`src/hw/rtl/otpa_pkg.sv`:
```
package otpa_pkg;

    // Width of the whole-unit odometer and of the trip distance.
    localparam int UNIT_BITS = 20;
    localparam int FRAC_BITS = 16;
    localparam int CALIB_BITS = 17;

    localparam logic [FRAC_BITS-1:0]  RATE_RESET = 16'd7692;
    localparam logic [CALIB_BITS-1:0] CALIB_MAX = 17'd99999;
    localparam logic signed [4:0]     ROLLER_SPAN = 5'sd10;
    localparam logic signed [4:0]     ROLLER_HALF = 5'sd5;

    localparam logic [1:0] CMD_TICK        = 2'd0;
    localparam logic [1:0] CMD_TRIP_RESET  = 2'd1;
    localparam logic [1:0] CMD_CALIB_RESET = 2'd2;

    typedef struct packed {
        logic [1:0] command;
        logic [7:0] pulse_count;
        logic       engine_on;
        logic       calib_active;
        logic [3:0] roller_position;
    } t_in_word;

    typedef struct packed {
        logic [UNIT_BITS-1:0]  odo_units;
        logic [FRAC_BITS-1:0]  odo_fraction;
        logic [UNIT_BITS-1:0]  trip_units;
        logic [CALIB_BITS-1:0] calib_count;
        logic                  save_request;
    } t_out_word;

    typedef struct packed {
        logic [FRAC_BITS-1:0]  fraction_acc;
        logic [UNIT_BITS-1:0]  unit_count;
        logic [UNIT_BITS-1:0]  trip_base_units;
        logic [FRAC_BITS-1:0]  trip_base_fraction;
        logic                  engine_was_on;
        logic [CALIB_BITS-1:0] calib_acc;
        logic [3:0]            roller_prev;
    } t_state;

endpackage

```
`src/hw/rtl/otpa_step.sv`:
```
module otpa_step
    import otpa_pkg::*;
(
    input  t_state               i_state,
    input  t_in_word             i_word,
    input  logic [FRAC_BITS-1:0] i_pulses_per_unit,
    output t_state               o_state,
    output t_out_word            o_word
);

    logic [FRAC_BITS:0]      frac_sum;
    logic [FRAC_BITS:0]      frac_sub;
    logic                    unit_inc;
    logic [FRAC_BITS-1:0]    frac_next;
    logic signed [4:0]       roller_diff;
    logic signed [4:0]       roller_adj;
    logic signed [18:0]      calib_sum;
    logic [CALIB_BITS-1:0]   calib_next;
    logic                    engine_fell;
    logic signed [UNIT_BITS:0] trip_diff;
    logic                    trip_borrow;
    t_state                  nxt;
    logic                    save;

    // Fraction accumulator: one subtraction of the rate at most per tick.
    always_comb begin
        frac_sum  = {1'b0, i_state.fraction_acc} + (FRAC_BITS+1)'(i_word.pulse_count);
        unit_inc  = (frac_sum >= {1'b0, i_pulses_per_unit});
        frac_sub  = unit_inc ? (frac_sum - {1'b0, i_pulses_per_unit}) : frac_sum;
        frac_next = frac_sub[FRAC_BITS] ? {FRAC_BITS{1'b1}} : frac_sub[FRAC_BITS-1:0];
    end

    // Roller delta folded into the shortest way around the ten digits.
    always_comb begin
        roller_diff = $signed({1'b0, i_word.roller_position}) -
                      $signed({1'b0, i_state.roller_prev});
        if (roller_diff > ROLLER_HALF) begin
            roller_adj = roller_diff - ROLLER_SPAN;
        end else if (roller_diff < -ROLLER_HALF) begin
            roller_adj = roller_diff + ROLLER_SPAN;
        end else begin
            roller_adj = roller_diff;
        end
        calib_sum = $signed({2'b00, i_state.calib_acc}) +
                    $signed({11'd0, i_word.pulse_count}) +
                    $signed({{14{roller_adj[4]}}, roller_adj});
        if (calib_sum < 0) begin
            calib_next = '0;
        end else if (calib_sum > $signed({2'b00, CALIB_MAX})) begin
            calib_next = CALIB_MAX;
        end else begin
            calib_next = calib_sum[CALIB_BITS-1:0];
        end
    end

    assign engine_fell = i_state.engine_was_on && !i_word.engine_on;

    always_comb begin
        nxt  = i_state;
        save = 1'b0;
        case (i_word.command)
            CMD_TICK: begin
                nxt.fraction_acc  = frac_next;
                nxt.unit_count    = i_state.unit_count + UNIT_BITS'(unit_inc);
                nxt.engine_was_on = i_word.engine_on;
                save              = unit_inc || engine_fell;
                if (i_word.calib_active) begin
                    nxt.calib_acc   = calib_next;
                    nxt.roller_prev = i_word.roller_position;
                end else begin
                    nxt.calib_acc = '0;
                end
            end
            CMD_TRIP_RESET: begin
                nxt.trip_base_units    = i_state.unit_count;
                nxt.trip_base_fraction = i_state.fraction_acc;
                save                   = 1'b1;
            end
            CMD_CALIB_RESET: begin
                nxt.calib_acc = '0;
            end
            default: begin
                nxt = i_state;
            end
        endcase
    end

    // Trip distance from the updated state, clamped at zero.
    always_comb begin
        trip_borrow = (nxt.fraction_acc < nxt.trip_base_fraction);
        trip_diff   = $signed({1'b0, nxt.unit_count}) -
                      $signed({1'b0, nxt.trip_base_units}) -
                      $signed((UNIT_BITS+1)'(trip_borrow));
    end

    assign o_state             = nxt;
    assign o_word.odo_units    = nxt.unit_count;
    assign o_word.odo_fraction = nxt.fraction_acc;
    assign o_word.trip_units   = trip_diff[UNIT_BITS] ? '0 : trip_diff[UNIT_BITS-1:0];
    assign o_word.calib_count  = nxt.calib_acc;
    assign o_word.save_request = save;

endmodule

```
`src/hw/rtl/odometer_trip_pulse_accumulator.sv`:
```
// An accepted word goes through the input register, then the state and result registers.
// One word per cycle unless the output stalls; the state update is one pass of adds and compares.
// A result waiting on a stalled output still leaves room for one more word in the input register.
// Reset (synchronous, active low) clears all counters, sets the engine-was-on flag,
// restores pulses_per_unit to 7692 and empties both registers.
module odometer_trip_pulse_accumulator
    import otpa_pkg::*;
(
    input  logic                 i_clk,
    input  logic                 i_rst_n,
    input  logic                 i_cfg_wr_en,
    input  logic [FRAC_BITS-1:0] i_cfg_wr_data,
    input  logic                 i_in_valid,
    output logic                 o_in_stall,
    input  t_in_word             i_in_word,
    output logic                 o_out_valid,
    input  logic                 i_out_stall,
    output t_out_word            o_out_word
);

    logic [FRAC_BITS-1:0] r_ppu;
    logic                 r_in_valid;
    t_in_word             r_in_word;
    logic                 r_out_valid;
    t_out_word            r_out_word;
    t_state               r_state;
    t_state               n_state;
    t_out_word            n_out_word;
    logic                 advance;
    logic                 in_accept;

    // The input register moves into the state and result registers whenever the
    // result register is empty or its word is being taken in this cycle.
    assign advance    = r_in_valid && (!r_out_valid || !i_out_stall);
    // The input side stalls only when both registers hold a word that cannot move.
    assign o_in_stall = r_in_valid && !advance;
    assign in_accept  = i_in_valid && !o_in_stall;

    otpa_step u_step (
        .i_state          (r_state),
        .i_word           (r_in_word),
        .i_pulses_per_unit(r_ppu),
        .o_state          (n_state),
        .o_word           (n_out_word)
    );

    always_ff @(posedge i_clk) begin
        if (!i_rst_n) begin
            r_ppu <= RATE_RESET;
        end else if (i_cfg_wr_en) begin
            r_ppu <= i_cfg_wr_data;
        end
    end

    always_ff @(posedge i_clk) begin
        if (!i_rst_n) begin
            r_in_valid <= 1'b0;
        end else if (in_accept) begin
            r_in_valid <= 1'b1;
        end else if (advance) begin
            r_in_valid <= 1'b0;
        end
    end

    always_ff @(posedge i_clk) begin
        if (in_accept) begin
            r_in_word <= i_in_word;
        end
    end

    // Architectural state updates exactly once per word, when it moves on.
    always_ff @(posedge i_clk) begin
        if (!i_rst_n) begin
            r_state.fraction_acc       <= '0;
            r_state.unit_count         <= '0;
            r_state.trip_base_units    <= '0;
            r_state.trip_base_fraction <= '0;
            r_state.engine_was_on      <= 1'b1;
            r_state.calib_acc          <= '0;
            r_state.roller_prev        <= '0;
        end else if (advance) begin
            r_state <= n_state;
        end
    end

    always_ff @(posedge i_clk) begin
        if (!i_rst_n) begin
            r_out_valid <= 1'b0;
        end else if (advance) begin
            r_out_valid <= 1'b1;
        end else if (!i_out_stall) begin
            r_out_valid <= 1'b0;
        end
    end

    always_ff @(posedge i_clk) begin
        if (advance) begin
            r_out_word <= n_out_word;
        end
    end

    assign o_out_valid = r_out_valid;
    assign o_out_word  = r_out_word;

    // The calibration count never leaves its saturation range.
    a_calib_range: assert property (@(posedge i_clk) disable iff (!i_rst_n)
        r_state.calib_acc <= CALIB_MAX)
        else $error("calibration count above its maximum");

    // A word held in the input register is not dropped while the output is blocked.
    a_in_held: assert property (@(posedge i_clk) disable iff (!i_rst_n)
        (r_in_valid && !advance) |=> (r_in_valid && $stable(r_in_word)))
        else $error("input word lost while output stalled");

    // Every word that moves on shows up as a result in the next cycle.
    a_advance_out: assert property (@(posedge i_clk) disable iff (!i_rst_n)
        advance |=> r_out_valid)
        else $error("result register did not load");

    // Reset leaves the engine-was-on flag set so a first tick with the engine off saves.
    a_reset_engine: assert property (@(posedge i_clk)
        !i_rst_n |=> (r_state.engine_was_on && !r_in_valid && !r_out_valid))
        else $error("reset state wrong");

endmodule
```
`config.mk`:
```
export PLATFORM = sky130hd
export DESIGN_NAME = odometer_trip_pulse_accumulator
export DESIGN_NICKNAME = d
export VERILOG_FILES = /design/src/hw/rtl/otpa_pkg.sv /design/src/hw/rtl/otpa_step.sv /design/src/hw/rtl/odometer_trip_pulse_accumulator.sv
export SDC_FILE = /design/constraint.sdc
export NUM_CORES = 1
export LEC_CHECK = 0
export ABC_AREA = 1
export BUFFER_PORTS_ARGS = -buffer_cell sky130_fd_sc_hd__buf_2
export CORE_ASPECT_RATIO = 1.2
export CORE_MARGIN = 2
export CORE_UTILIZATION = 50
export DETAILED_ROUTE_END_ITERATION = 8
export PLACE_DENSITY = 0.69
export SYNTH_ARGS = -nofsm -noshare
export SYNTH_HDL_FRONTEND = slang
export SYNTH_SLANG_ARGS = --single-unit
```
`constraint.sdc`:
```
create_clock -name i_clk -period 14.65 [get_ports i_clk]
set_clock_uncertainty 0.15 [all_clocks]
set_input_delay 0.7325 -clock i_clk [delete_from_list [all_inputs] [get_ports i_clk]]
set_output_delay 0.7325 -clock i_clk [all_outputs]
set_load 0.005 [all_outputs]
```
==> impl_metrics.env <==
export IMPL_cts_tree="done"
export IMPL_yosysSeqAreaShare_pct=37.5
export IMPL_hold_viol=0
export IMPL_min_path_type="in2reg"
export IMPL_status="complete, no violations"
export IMPL_cts_resized=0
export IMPL_ant_nets=0
export IMPL_worstPathArrival_ns=8.19
export IMPL_io_pin_count=113
export IMPL_grt_start_max_net_pins=213
export IMPL_multi_input_area_sq_mm=0.00681
export IMPL_post_cts_buffers=0
export IMPL_grt_pass1_vias=10841
export IMPL_setup_tns_ns=0
export IMPL_path_class="reg2reg"
export IMPL_setup_slack_ns=6.57
export IMPL_regArea_sq_mm=0.00494
export IMPL_path_buf_inv=6
export IMPL_core_area_sq_mm=0.0261
export IMPL_clock_sinks=202
export IMPL_grt_pass1_wl_mm=51.7
export IMPL_cp_top_family="simple AND/OR/NAND/NOR gates"
export IMPL_crit_path_max_fanout=20
export IMPL_finalMaxSlewViolations=0
export IMPL_rsz0062_at_grt="no"
export IMPL_drtIter0Drc=576
export IMPL_dp_hpwl_mm=23.3
export IMPL_hold_buffers=0
export IMPL_placed_area_sq_mm=0.0140
export IMPL_grt_total_usage_pct=22.3
export IMPL_htreeDepth=1
export IMPL_vias=11331
export IMPL_start_util_pct=50.6
export IMPL_core_rowCount=65
export IMPL_fmax_mhz=124
export IMPL_synth_edf_count=90
export IMPL_synth_nets=1892
export IMPL_setup_violations=0
export IMPL_max_cap_violations=0
export IMPL_yosys_warnings=0
export IMPL_clk_latency_ns=0.52
export IMPL_cellLeakagePower_nw=7.41
export IMPL_layout_drive_gt1_share_pct=10.4
export IMPL_cpMostUsedCell="nand2_1"
export IMPL_die_w_um=152
export IMPL_fin_crit_ns=8.08
export IMPL_area_growth_pct=11.4
export IMPL_grt_overflow_total=0
export IMPL_fillers=2465
export IMPL_avgSynthCellArea_sq_um=7.60
export IMPL_clk_pin_slew_worst_paths_ns=0.06
export IMPL_cts_buffer_depth=3
export IMPL_cp_end_kind="flop"
export IMPL_wl_per_cell_um=14.4
export IMPL_wirelength_mm=31.4
export IMPL_dp_slack_ns=6.65
export IMPL_slowest_stage="o311ai_0"
export IMPL_synth_cell_types=52
export IMPL_synth_cells=1737
export IMPL_antenna_found_initial=0
export IMPL_required_ns=14.76
export IMPL_postLayoutCellArea_sq_mm=0.0147
export IMPL_cts_buffers=23
export IMPL_vias_per_cell=5.20
export IMPL_ys_ff_latch=202
export IMPL_finalCritPeriodShare_pct=55.2
export IMPL_slowest_delay_ns=0.67
export IMPL_diodes=0
export IMPL_die_y_um=182
export IMPL_max_slew_margin_pct=35.6
export IMPL_portBuffers=112
export IMPL_final_nets=1982
export IMPL_drt_first_pass_iters=5
export IMPL_cts_root_buf="clkbuf_16"
export IMPL_place_congestion=0.945
export IMPL_worstSetupStartpointType="flop"
export IMPL_dieArea_sq_mm=0.0277
export IMPL_power_total_w=0.00182
export IMPL_route_detailed_drc=0
export IMPL_synth_area_sq_mm=0.0132
export IMPL_synth_async_reset_ratio_pct=0
export IMPL_dominantRegCellSynth="dfxtp_1"
export IMPL_tightestPinTransition_ns=0.965
export IMPL_power_density_mw_per_mm2=124
export IMPL_peakVddDrop_mv=0.0933
## state kept, by name, indices dropped and copies added (netlist names)
name,cells
o_out_word,74
o_out_valid,1
r_in_valid,1
r_state,94
r_ppu,16
r_in_word,16
## synthesized netlist by cell type, types with 10 or more instances
cell type | number | area share [%]
nand3b_1 | 10 | 0.57
o211ai_1 | 15 | 0.85
nand3_1 | 75 | 2.8
o21ai_0 | 157 | 6.0
xnor2_1 | 22 | 1.5
edfxtp_1 | 90 | 20
nand2_2 | 13 | 0.62
a21oi_1 | 180 | 6.8
nand2_1 | 330 | 9.4
inv_1 | 304 | 8.6
clkbuf_1 | 37 | 1.1
xor2_1 | 54 | 3.6
nor2_1 | 117 | 3.3
ha_1 | 111 | 11
dfxtp_1 | 112 | 17
nor3_1 | 12 | 0.45
nand4_1 | 10 | 0.47
## metal layers
layer	global-route usage, %	wire length [um]	vias to the layer above
met4	7.14	830	0
met2	40.7	15500	275
met1	27.7	13600	5142
met5	0	0	-
li1	-	-	5863
met3	2.36	1530	51
## placed cells by master, fill, tap and decap left out, types with 3 or more instances in the layout
| cell | instances |
|---|---|
| nand2_1 | 329 |
| inv_1 | 304 |
| a21oi_1 | 180 |
| o21ai_0 | 157 |
| nor2_1 | 116 |
| buf_2 | 112 |
| dfxtp_1 | 112 |
| ha_1 | 111 |
| edfxtp_1 | 90 |
| nand3_1 | 75 |
| xor2_1 | 54 |
| clkbuf_16 | 23 |
| xnor2_1 | 22 |
| o211ai_1 | 15 |
| nand2_2 | 14 |
| nor3_1 | 12 |
| nand4_1 | 10 |
| nand3b_1 | 10 |
| nor4_1 | 7 |
| fa_1 | 7 |
| clkbuf_1 | 7 |
| inv_2 | 6 |
| o21bai_1 | 5 |
| a22oi_1 | 5 |
| nand3_2 | 5 |
| buf_4 | 5 |
| clkinv_1 | 4 |
| or2_2 | 4 |
| a21o_1 | 3 |
| clkinv_2 | 3 |
| clkbuf_8 | 3 |
## area by class of cell
cell class | instances | area share (%)
clock buffer | 33 | 4.37
clock inverter | 8 | 0.613
inverter | 312 | 7.97
multi-input combinational | 1170 | 46.4
sequential | 202 | 33.6
tap | 335 | 2.85
timing repair buffer | 118 | 4.20
## power breakdown
| part | total, W | leakage (nW) | internal (W) | switching (W) |
|---|---|---|---|---|
| registers | 0.000666 | 1.79 | 0.000644 | 0.0000221 |
| clock network | 0.000568 | 0.357 | 0.000339 | 0.000229 |
| logic | 0.000587 | 5.26 | 0.000215 | 0.000371 |
## cell families after synthesis
group / synth area share [%]
AND/OR/NAND/NOR: 19.1
AO/OA/AOI/OAI: 15.4
buffers and inverters: 11.0
flip-flops: 37.5
adder cells (fa/ha/maj): 11.6
XOR/XNOR: 5.29
multiplexers: 0.152
## worst paths after layout
path / from / end / slack, ns / cells past startpoint
min reg2reg: r_state[2] / r_state[2] / 0.31 / 2
max: r_in_word[10] / o_out_word[34] / 6.57 / 46
max reg2reg: r_in_word[10] / o_out_word[34] / 6.57 / 46
min: i_in_word[3] / r_in_word[3] / 0.24 / 1
## per-stage QoR
| step | instances | hold WS, ns | utilization [%] |
|---|---|---|---|
| after floorplan | 1737 | 0.283 | - |
| after CTS | 2178 | 0.220 | 56.3 |
| after global placement | 2137 | 0.294 | 53.5 |
| after global routing | 2178 | 0.229 | 56.3 |
| after detailed placement | 2137 | 0.305 | 53.5 |
| final | 2178 | 0.236 | 56.3 |
No activity file was read; power rests on OpenSTA's default activity.
